$ cat config.mk
export PLATFORM = sky130hd
export DESIGN_NAME = sorted_unique_id_set_flat
export DESIGN_NICKNAME = d
export VERILOG_FILES = /design/src/rtl/suis_pkg.sv /design/src/rtl/suis_ifs.sv /design/src/rtl/suis_slot_mem.sv /design/src/rtl/suis_seq.sv /design/src/rtl/sorted_unique_id_set.sv /design/src/flat_wrapper.sv
export VERILOG_INCLUDE_DIRS = /design/src /design/src/rtl
export SDC_FILE = /design/constraint.sdc
export NUM_CORES = 1
export LEC_CHECK = 0
export ABC_AREA = 1
export CAP_MARGIN = 10
export CORE_MARGIN = 5
export CORE_UTILIZATION = 50
export CTS_CLUSTER_SIZE = 8
export DETAILED_ROUTE_END_ITERATION = 7
export DONT_BUFFER_PORTS = 1
export SETUP_SLACK_MARGIN = 0.1
export SYNTH_ARGS = -nofsm -noshare
export SYNTH_HDL_FRONTEND = slang
export SYNTH_SLANG_ARGS = --single-unit
$ cat constraint.sdc
create_clock -name clock -period 4.55 [get_ports clock]
set_input_delay 0.91 -clock clock [delete_from_list [all_inputs] [get_ports clock]]
set_output_delay 0.91 -clock clock [all_outputs]
set_load 0.01 [all_outputs]
$ cat src/rtl/sorted_unique_id_set_macros.svh
// Assertion macros for the sorted unique id set.
`ifndef SORTED_UNIQUE_ID_SET_MACROS_SVH
`define SORTED_UNIQUE_ID_SET_MACROS_SVH

// Check that cons holds in the same cycle as ant.
`define SUIS_ASSERT_NOW(label, clk, rst, ant, cons, msg) \
   label: assert property (@(posedge clk) disable iff (rst) (ant) |-> (cons)) \
      else $error(msg);

// Check that cons holds in the cycle after ant.
`define SUIS_ASSERT_NEXT(label, clk, rst, ant, cons, msg) \
   label: assert property (@(posedge clk) disable iff (rst) (ant) |=> (cons)) \
      else $error(msg);

`endif

$ cat src/rtl/suis_pkg.sv
// Shared constants, types and helpers of the sorted unique id set.
`default_nettype none

package suis_pkg;

   localparam int CAPACITY = 32;
   localparam int ADDR_W   = $clog2(CAPACITY);
   localparam int CNT_W    = $clog2(CAPACITY + 1);
   localparam int ID_W     = 32;
   localparam int COUNT_FIELD_W = 6;

   localparam logic [CNT_W-1:0] CAP_CNT  = CNT_W'(CAPACITY);
   localparam logic [CNT_W-1:0] CNT_ONE  = CNT_W'(1);
   localparam logic [CNT_W-1:0] CNT_ZERO = CNT_W'(0);

   localparam logic OP_INSERT = 1'b0;
   localparam logic OP_READ   = 1'b1;

   typedef enum logic [1:0] {
      ST_INSERTED  = 2'd0,
      ST_DUPLICATE = 2'd1,
      ST_FULL      = 2'd2,
      ST_READ_DATA = 2'd3
   } status_type;

   typedef enum logic [2:0] {
      SEQ_IDLE,
      SEQ_SEARCH,
      SEQ_SHIFT,
      SEQ_PLACE,
      SEQ_DONE,
      SEQ_RD_WAIT,
      SEQ_RD_SHOW
   } seq_state_type;

   typedef struct packed {
      status_type                 status;
      logic [ID_W-1:0]            entry;
      logic                       is_empty;
      logic [COUNT_FIELD_W-1:0]   entry_count;
      logic                       last;
   } rsp_word_type;

   typedef struct packed {
      logic              we;
      logic [ADDR_W-1:0] waddr;
      logic [ID_W-1:0]   wdata;
      logic              re;
      logic [ADDR_W-1:0] raddr;
   } mem_req_type;

   // Reduce a count to the width of the result field.
   function automatic logic [COUNT_FIELD_W-1:0] count_field(input logic [CNT_W-1:0] c);
      logic [CNT_W+COUNT_FIELD_W-1:0] wide;
      wide = {{COUNT_FIELD_W{1'b0}}, c};
      return wide[COUNT_FIELD_W-1:0];
   endfunction

endpackage

`default_nettype wire

$ cat src/rtl/suis_ifs.sv
// Request and response channel interfaces of the sorted unique id set.
`default_nettype none

interface suis_req_if;
   logic                      valid;
   logic                      ready;
   logic                      operation;
   logic [suis_pkg::ID_W-1:0] id_value;

   modport source (output valid, output operation, output id_value, input ready);
   modport sink   (input valid, input operation, input id_value, output ready);
endinterface

interface suis_rsp_if;
   logic                               valid;
   logic                               ready;
   logic [1:0]                         status;
   logic [suis_pkg::ID_W-1:0]          entry;
   logic                               is_empty;
   logic [suis_pkg::COUNT_FIELD_W-1:0] entry_count;
   logic                               last;

   modport source (output valid, output status, output entry, output is_empty,
                   output entry_count, output last, input ready);
   modport sink   (input valid, input status, input entry, input is_empty,
                   input entry_count, input last, output ready);
endinterface

`default_nettype wire

$ cat src/rtl/suis_slot_mem.sv
// Id slot memory: one write port, one read port with registered data.
`default_nettype none

module suis_slot_mem (
   input  wire logic                      clock,
   input  wire suis_pkg::mem_req_type     mem_req,
   output      logic [suis_pkg::ID_W-1:0] rdata
);

   logic [suis_pkg::ID_W-1:0] slot_mem [suis_pkg::CAPACITY];
   logic [suis_pkg::ID_W-1:0] rdata_ff;

   always_ff @(posedge clock) begin
      if (mem_req.we) begin
         slot_mem[mem_req.waddr] <= mem_req.wdata;
      end
   end

   // Hold read data until the next read.
   always_ff @(posedge clock) begin
      if (mem_req.re) begin
         rdata_ff <= slot_mem[mem_req.raddr];
      end
   end

   assign rdata = rdata_ff;

endmodule

`default_nettype wire

$ cat src/rtl/suis_seq.sv
// Sequencer: search, shift, place and read-out passes over the slot memory.
`default_nettype none

module suis_seq (
   input  wire logic                          clock,
   input  wire logic                          reset,
   input  wire logic                          req_valid,
   output      logic                          req_ready,
   input  wire logic                          req_operation,
   input  wire logic [suis_pkg::ID_W-1:0]     req_id_value,
   output      logic                          res_valid,
   input  wire logic                          res_ready,
   output      suis_pkg::rsp_word_type        res_word,
   output      suis_pkg::mem_req_type         mem_req,
   input  wire logic [suis_pkg::ID_W-1:0]     rdata,
   output      logic [suis_pkg::CNT_W-1:0]    stored_count
);

   suis_pkg::seq_state_type state_ff, state_in;
   logic [suis_pkg::CNT_W-1:0]  cnt_ff, cnt_in;
   logic [suis_pkg::CNT_W-1:0]  idx_ff, idx_in;
   logic [suis_pkg::CNT_W-1:0]  pos_ff, pos_in;
   logic [suis_pkg::ID_W-1:0]   id_ff, id_in;
   suis_pkg::rsp_word_type      res_ff, res_in;

   logic                        accept;
   logic [suis_pkg::CNT_W-1:0]  idx_inc;
   logic [suis_pkg::CNT_W-1:0]  idx_dec;
   logic [suis_pkg::CNT_W-1:0]  cnt_dec;
   logic                        at_end;
   logic                        hit_eq;
   logic                        hit_gt;
   logic                        is_full;
   logic                        cnt_zero;

   assign accept   = req_valid && req_ready;
   assign idx_inc  = idx_ff + suis_pkg::CNT_ONE;
   assign idx_dec  = idx_ff - suis_pkg::CNT_ONE;
   assign cnt_dec  = cnt_ff - suis_pkg::CNT_ONE;
   assign at_end   = (idx_inc == cnt_ff);
   assign hit_eq   = (rdata == id_ff);
   assign hit_gt   = (rdata > id_ff);
   assign is_full  = (cnt_ff == suis_pkg::CAP_CNT);
   assign cnt_zero = (cnt_ff == suis_pkg::CNT_ZERO);

   // Next state.
   always_comb begin
      state_in = state_ff;
      case (state_ff)
         suis_pkg::SEQ_IDLE: begin
            if (accept) begin
               if (req_operation == suis_pkg::OP_READ) begin
                  state_in = cnt_zero ? suis_pkg::SEQ_DONE : suis_pkg::SEQ_RD_WAIT;
               end else begin
                  state_in = cnt_zero ? suis_pkg::SEQ_PLACE : suis_pkg::SEQ_SEARCH;
               end
            end
         end
         suis_pkg::SEQ_SEARCH: begin
            if (hit_eq) begin
               state_in = suis_pkg::SEQ_DONE;
            end else if (hit_gt || at_end) begin
               if (is_full) begin
                  state_in = suis_pkg::SEQ_DONE;
               end else if (hit_gt) begin
                  state_in = suis_pkg::SEQ_SHIFT;
               end else begin
                  state_in = suis_pkg::SEQ_PLACE;
               end
            end
         end
         suis_pkg::SEQ_SHIFT: begin
            if (idx_ff == pos_ff) begin
               state_in = suis_pkg::SEQ_PLACE;
            end
         end
         suis_pkg::SEQ_PLACE: begin
            state_in = suis_pkg::SEQ_DONE;
         end
         suis_pkg::SEQ_DONE: begin
            if (res_ready) begin
               state_in = suis_pkg::SEQ_IDLE;
            end
         end
         suis_pkg::SEQ_RD_WAIT: begin
            state_in = suis_pkg::SEQ_RD_SHOW;
         end
         suis_pkg::SEQ_RD_SHOW: begin
            if (res_ready && at_end) begin
               state_in = suis_pkg::SEQ_IDLE;
            end
         end
         default: begin
            state_in = suis_pkg::SEQ_IDLE;
         end
      endcase
   end

   // Outputs and datapath.
   always_comb begin
      req_ready     = 1'b0;
      res_valid     = 1'b0;
      res_word      = res_ff;
      mem_req.we    = 1'b0;
      mem_req.waddr = idx_inc[suis_pkg::ADDR_W-1:0];
      mem_req.wdata = rdata;
      mem_req.re    = 1'b0;
      mem_req.raddr = idx_ff[suis_pkg::ADDR_W-1:0];
      cnt_in        = cnt_ff;
      idx_in        = idx_ff;
      pos_in        = pos_ff;
      id_in         = id_ff;
      res_in        = res_ff;
      case (state_ff)
         suis_pkg::SEQ_IDLE: begin
            req_ready = 1'b1;
            if (accept) begin
               id_in  = req_id_value;
               idx_in = suis_pkg::CNT_ZERO;
               pos_in = suis_pkg::CNT_ZERO;
               if (cnt_zero) begin
                  // Empty read answers at once.
                  res_in.status      = suis_pkg::ST_READ_DATA;
                  res_in.entry       = '0;
                  res_in.is_empty    = 1'b1;
                  res_in.entry_count = '0;
                  res_in.last        = 1'b1;
               end else begin
                  mem_req.re    = 1'b1;
                  mem_req.raddr = '0;
               end
            end
         end
         suis_pkg::SEQ_SEARCH: begin
            res_in.entry       = id_ff;
            res_in.is_empty    = 1'b0;
            res_in.entry_count = suis_pkg::count_field(cnt_ff);
            res_in.last        = 1'b1;
            res_in.status      = hit_eq ? suis_pkg::ST_DUPLICATE : suis_pkg::ST_FULL;
            if (!hit_eq && (hit_gt || at_end)) begin
               pos_in = hit_gt ? idx_ff : idx_inc;
               if (!is_full && hit_gt) begin
                  // Start the shift from the top entry.
                  mem_req.re    = 1'b1;
                  mem_req.raddr = cnt_dec[suis_pkg::ADDR_W-1:0];
                  idx_in        = cnt_dec;
               end
            end else if (!hit_eq) begin
               mem_req.re    = 1'b1;
               mem_req.raddr = idx_inc[suis_pkg::ADDR_W-1:0];
               idx_in        = idx_inc;
            end
         end
         suis_pkg::SEQ_SHIFT: begin
            // Move slot idx up by one while fetching the one below.
            mem_req.we = 1'b1;
            if (idx_ff != pos_ff) begin
               mem_req.re    = 1'b1;
               mem_req.raddr = idx_dec[suis_pkg::ADDR_W-1:0];
               idx_in        = idx_dec;
            end
         end
         suis_pkg::SEQ_PLACE: begin
            mem_req.we         = 1'b1;
            mem_req.waddr      = pos_ff[suis_pkg::ADDR_W-1:0];
            mem_req.wdata      = id_ff;
            cnt_in             = cnt_ff + suis_pkg::CNT_ONE;
            res_in.status      = suis_pkg::ST_INSERTED;
            res_in.entry       = id_ff;
            res_in.is_empty    = 1'b0;
            res_in.entry_count = suis_pkg::count_field(cnt_ff + suis_pkg::CNT_ONE);
            res_in.last        = 1'b1;
         end
         suis_pkg::SEQ_DONE: begin
            res_valid = 1'b1;
         end
         suis_pkg::SEQ_RD_WAIT: begin
            res_valid = 1'b0;
         end
         suis_pkg::SEQ_RD_SHOW: begin
            res_valid            = 1'b1;
            res_word.status      = suis_pkg::ST_READ_DATA;
            res_word.entry       = rdata;
            res_word.is_empty    = 1'b0;
            res_word.entry_count = suis_pkg::count_field(cnt_ff);
            res_word.last        = at_end;
            if (res_ready && !at_end) begin
               mem_req.re    = 1'b1;
               mem_req.raddr = idx_inc[suis_pkg::ADDR_W-1:0];
               idx_in        = idx_inc;
            end
         end
         default: begin
            res_valid = 1'b0;
         end
      endcase
   end

   always_ff @(posedge clock) begin
      if (reset) begin
         state_ff <= suis_pkg::SEQ_IDLE;
         cnt_ff   <= suis_pkg::CNT_ZERO;
      end else begin
         state_ff <= state_in;
         cnt_ff   <= cnt_in;
      end
   end

   always_ff @(posedge clock) begin
      idx_ff <= idx_in;
      pos_ff <= pos_in;
      id_ff  <= id_in;
      res_ff <= res_in;
   end

   assign stored_count = cnt_ff;

endmodule

`default_nettype wire

$ cat src/rtl/sorted_unique_id_set.sv
// Top level of the sorted unique id set: sequencer, slot memory, response register.
// Keeps up to CAPACITY (32) distinct 32-bit ids in ascending order in a single
// synchronous slot memory. An insert word first scans the slots from the bottom,
// one slot a cycle, until it meets an id that is equal or larger or the last
// one; an equal id answers "already present", a full set answers "full and
// dropped", and otherwise the larger ids move up one slot a cycle from the top
// down before the new id is written. The scan and the shift are bound by the one
// read and one write port of the slot memory. A read word streams the stored ids
// in order, one response word per cycle while the response register can take it,
// with last marking the final id; an empty set gives one word with is_empty set.
// A new request is taken only once every response word of the previous one has
// been handed to the response register, which lets the last word wait for the
// consumer while the next request is accepted. No clearing pass runs after reset:
// only slots below the stored count are ever read.
`default_nettype none

`include "sorted_unique_id_set_macros.svh"

module sorted_unique_id_set (
   input wire logic  clock,
   input wire logic  reset,
   suis_req_if.sink  req_port,
   suis_rsp_if.source rsp_port
);

   logic                           res_valid;
   logic                           res_ready;
   suis_pkg::rsp_word_type         res_word;
   suis_pkg::mem_req_type          mem_req;
   logic [suis_pkg::ID_W-1:0]      rdata;
   logic [suis_pkg::CNT_W-1:0]     stored_count;

   logic                           rsp_valid_ff, rsp_valid_in;
   suis_pkg::rsp_word_type         rsp_word_ff, rsp_word_in;
   logic                           load;

   suis_seq u_seq (
      .clock         (clock),
      .reset         (reset),
      .req_valid     (req_port.valid),
      .req_ready     (req_port.ready),
      .req_operation (req_port.operation),
      .req_id_value  (req_port.id_value),
      .res_valid     (res_valid),
      .res_ready     (res_ready),
      .res_word      (res_word),
      .mem_req       (mem_req),
      .rdata         (rdata),
      .stored_count  (stored_count)
   );

   suis_slot_mem u_slot_mem (
      .clock   (clock),
      .mem_req (mem_req),
      .rdata   (rdata)
   );

   // Response register: take a new word when empty or when the current one leaves.
   assign res_ready = !rsp_valid_ff || rsp_port.ready;
   assign load      = res_valid && res_ready;

   always_comb begin
      rsp_word_in = rsp_word_ff;
      if (load) begin
         rsp_word_in  = res_word;
         rsp_valid_in = 1'b1;
      end else if (rsp_port.ready) begin
         // Drop the word the consumer just took.
         rsp_valid_in = 1'b0;
      end else begin
         rsp_valid_in = rsp_valid_ff;
      end
   end

   always_ff @(posedge clock) begin
      if (reset) begin
         rsp_valid_ff <= 1'b0;
      end else begin
         rsp_valid_ff <= rsp_valid_in;
      end
   end

   always_ff @(posedge clock) begin
      rsp_word_ff <= rsp_word_in;
   end

   assign rsp_port.valid       = rsp_valid_ff;
   assign rsp_port.status      = rsp_word_ff.status;
   assign rsp_port.entry       = rsp_word_ff.entry;
   assign rsp_port.is_empty    = rsp_word_ff.is_empty;
   assign rsp_port.entry_count = rsp_word_ff.entry_count;
   assign rsp_port.last        = rsp_word_ff.last;

   // The stored count never passes the capacity.
   `SUIS_ASSERT_NOW(a_cnt_cap, clock, reset, 1'b1, stored_count <= suis_pkg::CAP_CNT, "count above capacity")

   // The stored count only holds or grows by one.
   `SUIS_ASSERT_NEXT(a_cnt_step, clock, reset, 1'b1, (stored_count == $past(stored_count)) || (stored_count == $past(stored_count) + suis_pkg::CNT_ONE), "count jumped")

   // No response word is pending from the sequencer while it takes a request.
   `SUIS_ASSERT_NOW(a_idle_quiet, clock, reset, req_port.ready, !res_valid, "request taken with response pending")

   // The slot memory never reads and writes the same slot in one cycle.
   `SUIS_ASSERT_NOW(a_mem_rw, clock, reset, mem_req.we && mem_req.re, mem_req.waddr != mem_req.raddr, "slot read and written together")

endmodule

`default_nettype wire

$ cat src/flat_wrapper.sv
// flat-port wrapper written by rule: the top's interface ports become plain ports
module sorted_unique_id_set_flat 
  (clock, reset, req_port_valid, req_port_operation, req_port_id_value, req_port_ready, rsp_port_valid, rsp_port_status, rsp_port_entry, rsp_port_is_empty, rsp_port_entry_count, rsp_port_last, rsp_port_ready);
  suis_req_if req_port_i ();
  suis_rsp_if rsp_port_i ();
  input wire logic clock;
  input wire logic reset;
  input wire logic [$bits(req_port_i.valid)-1:0] req_port_valid;
  input wire logic [$bits(req_port_i.operation)-1:0] req_port_operation;
  input wire logic [$bits(req_port_i.id_value)-1:0] req_port_id_value;
  output wire logic [$bits(req_port_i.ready)-1:0] req_port_ready;
  output wire logic [$bits(rsp_port_i.valid)-1:0] rsp_port_valid;
  output wire logic [$bits(rsp_port_i.status)-1:0] rsp_port_status;
  output wire logic [$bits(rsp_port_i.entry)-1:0] rsp_port_entry;
  output wire logic [$bits(rsp_port_i.is_empty)-1:0] rsp_port_is_empty;
  output wire logic [$bits(rsp_port_i.entry_count)-1:0] rsp_port_entry_count;
  output wire logic [$bits(rsp_port_i.last)-1:0] rsp_port_last;
  input wire logic [$bits(rsp_port_i.ready)-1:0] rsp_port_ready;
  assign req_port_i.valid = req_port_valid;
  assign req_port_i.operation = req_port_operation;
  assign req_port_i.id_value = req_port_id_value;
  assign req_port_ready = req_port_i.ready;
  assign rsp_port_valid = rsp_port_i.valid;
  assign rsp_port_status = rsp_port_i.status;
  assign rsp_port_entry = rsp_port_i.entry;
  assign rsp_port_is_empty = rsp_port_i.is_empty;
  assign rsp_port_entry_count = rsp_port_i.entry_count;
  assign rsp_port_last = rsp_port_i.last;
  assign rsp_port_i.ready = rsp_port_ready;
  sorted_unique_id_set u_core (.clock(clock), .reset(reset), .req_port(req_port_i), .rsp_port(rsp_port_i));
endmodule
==> impl_metrics.yaml <==
status:
  outcome: "completed"
worst_hold_path:
  hold_path_class: "input pin to flip-flop"
  min_path_cells: 1
clock_tree:
  cts_sinks: 1193
  cts_max_level: 4
  clockBufferDepth: 3
  clk_latency_ns: 0.76
  numCtsBuffers: 167
  cts_tree: "yes"
  cts.hold.buffers_added: 0
  clk_pin_slew_ns: 0.05
  cts-root-buf: "clkbuf_16"
floorplanning:
  dieHeight_um: 336
  start_util: 0.504
  dieArea_um2: 113000
  ios: 81
  fp-row-count: 119
  die_w_um: 336
  core_area_um2: 106000
global_routing:
  grt_max_degree: 90
  grt_pass1_wl_mm: 228
  antenna_found_initial: 7
  grt_pass1_vias: 34900
  grtUsageTotal: 0.270
  grt_overflow: 0
final_layout:
  final_nets: 5136
  nFillCells: 8656
  final_layout_size_suffix_gt1_frac: 0.0956
  area_growth_pct: 14.4
routing:
  ant_nets: 0
  routed_wirelength_mm: 155
  avgRoutedWirePerCell_um: 23.9
  drtIter0Drc: 4477
  vias_per_cell: 5.74
  drc_errors: 0
  route.vias.total: 37200
  drtPass1Iterations: 6
worst_setup_path:
  end_kind: "flip-flop"
  criticalPathCategory: "flip-flop to flip-flop"
  startpoint_type: "flip-flop"
  cp.arrival_ns: 4.71
  cp.required_ns: 5.00
  path_max_fanout: 31
  r2r_cells: 20
synth:
  ys_ff_latch: 1193
  synth_area_um2: 53200
  syn_area_per_cell_um2: 10.7
  yosys_warnings: 0
  ys_seq_area_frac: 0.671
  ys_types: 43
  syn_inst: 4999
  syn-num-nets: 5073
timing:
  finalHoldViolations: 0
  max_freq_mhz: 235
  setup_viol: 0
  period_needed_ns: 4.26
  skew_ns: 0.0243
  slew_violations: 0
  grt_setup_unrepaired: "no"
  tightest_slew_ns: 1.27
  relSlewSlack: 0.151
  whs_ns: 0.230
  finalCritPeriodShare: 0.936
  tns_ns: 0
placement:
  port_buffers: 0
  gp_congestion: 0.870
  dp_hpwl_mm: 86.3
run:
  drv_cap: 0
[layout make-up]
cell class	count	area [um^2]	share of cell area
clock buffer	175	4250	0.0698
timing repair buffer	199	2370	0.0389
antenna	1	2.50	0.0000411
inverter	702	2640	0.0434
multi-input combinational	2799	13900	0.229
tap	1391	1740	0.0286
clock inverter	14	245	0.00403
sequential	1193	35700	0.586
[worst paths after layout]
kind                                    start  slack (ns)                           to
setup / recovery  u_core.u_slot_mem.rdata[24]        0.29  u_core.u_slot_mem.rdata[25]
hold / removal                          reset        0.23     u_core.u_seq.state_ff[0]
setup reg to reg  u_core.u_slot_mem.rdata[24]        0.29  u_core.u_slot_mem.rdata[25]
hold reg to reg       u_core.u_seq.res_ff[41]        0.51    u_core.rsp_port.status[1]
[cells in the mapped netlist]
master	n	area, um^2
a211oi_1	2	15.0
a21boi_1	1	7.51
a21o_1	1	7.51
a21oi_1	37	185
a21oi_2	1	8.76
a21oi_4	1	16.3
a221o_1	2	20.0
a221oi_1	2	17.5
a31oi_1	1	6.26
and3_1	1	6.26
buf_1	10	37.5
buf_2	212	1060
buf_4	16	120
buf_6	1	11.3
clkbuf_1	66	248
clkinv_1	1	3.75
dfxtp_1	10	200
edfxtp_1	1183	35500
ha_1	37	463
inv_1	695	2610
inv_2	6	22.5
nand2_1	1116	4190
nand2_2	9	56.3
nand2_4	2	22.5
nand3_1	1124	5630
nand3b_1	192	1440
nand4_1	11	68.8
nor2_1	115	432
nor2_2	1	6.26
nor3_1	7	35.0
nor3b_1	1	7.51
nor4_1	3	18.8
o2111ai_1	2	17.5
o21a_1	1	7.51
o21ai_0	102	510
o21ai_4	1	16.3
o221ai_1	3	26.3
o22ai_1	2	12.5
o31ai_1	2	15.0
or2_1	1	6.26
or2_2	6	37.5
xnor2_1	3	26.3
xor2_1	9	78.8
[cells by family (layout without fill, tap and decap cells)]
family,Yosys count,count (layout),synth area share
other,0,1,0
flip-flops,1193,1193,0.671
XOR/XNOR,12,12,0.00197
AO/OA/AOI/OAI,161,161,0.0167
AND/OR/NAND/NOR,2589,2589,0.224
adder cells (fa/ha/maj),37,37,0.00869
buffers and inverters,1007,1090,0.0772
[metal layers]
metal	vias up	routed length, um	global-route usage
met1	18000	65000	0.394
met4	2	3910	0.0794
met2	1883	70100	0.419
met5	-	10	0
met3	274	15600	0.0497
li1	17000	-	-
[layout by cell type, fill, tap and decap left out, types with 3 or more instances in the layout]
master	Yosys	final
o21ai_4	1	6
nand3b_1	192	192
edfxtp_1	1183	1183
inv_2	6	6
xor2_1	9	9
inv_6	0	3
dfxtp_1	10	10
nand2_8	0	4
nor3_1	7	5
xnor2_1	3	3
buf_8	0	3
buf_4	16	127
o21ai_2	0	27
ha_1	37	37
buf_6	1	4
a21oi_1	37	37
buf_16	0	3
clkbuf_1	66	6
inv_1	695	693
nand3_1	1124	1123
or2_2	6	6
buf_12	0	61
clkinv_8	0	7
nand2_2	9	8
nor2_4	0	36
nor2_1	115	78
nor4_1	3	3
nand4_1	11	11
nand2_1	1116	1114
clkbuf_16	0	170
o221ai_1	3	3
o21ai_0	102	70
[registers in the layout (all words and copies together), names as in the netlist]
register,cells
u_core.rsp_port.entry,32
u_core.rsp_port.entry_count,6
u_core.rsp_port.is_empty,1
u_core.rsp_port.last,1
u_core.rsp_port.status,2
u_core.rsp_port.valid,1
u_core.u_seq.id_ff,32
u_core.u_seq.idx_ff,6
u_core.u_seq.pos_ff,6
u_core.u_seq.res_ff,41
u_core.u_seq.state_ff,3
u_core.u_seq.stored_count,6
u_core.u_slot_mem.rdata,32
u_core.u_slot_mem.slot_mem,1024
[timing repair]
item                       CTS  global route
buffers inserted             0             5
setup endpoints to repair    0            11
gates resized for setup      0            12
[critical path, stage by stage (launching register included)]
cell	delay (ns)
edfxtp_1	0.52
ha_1	0.34
nand2_1	0.05
nor2_1	0.15
nand2_1	0.16
nor3_2	0.23
buf_4	0.15
nand2_1	0.10
nand2_2	0.18
nand2_1	0.17
or2_2	0.31
a21oi_1	0.23
nor2_4	0.18
inv_6	0.13
buf_12	0.23
buf_12	0.22
nand3_1	0.10
nand3_1	0.07
nand2_1	0.12
nand2_1	0.09
nand2_1	0.16
[through the flow]
stage	area [um^2]	cells	worst slack, ns	util
after detailed placement	56200	6274	0.215	0.533
after global routing	60900	6473	0.100	0.577
final	60900	6474	0.291	0.577
after global placement	56200	6274	0.195	0.533
after floorplan	53200	4999	0.440	-
after CTS	60700	6463	0.196	0.575
Power is left out: the tool's default activity adds up to more than one toggle a clock period on the data nets, which glitch-free logic cannot reach.
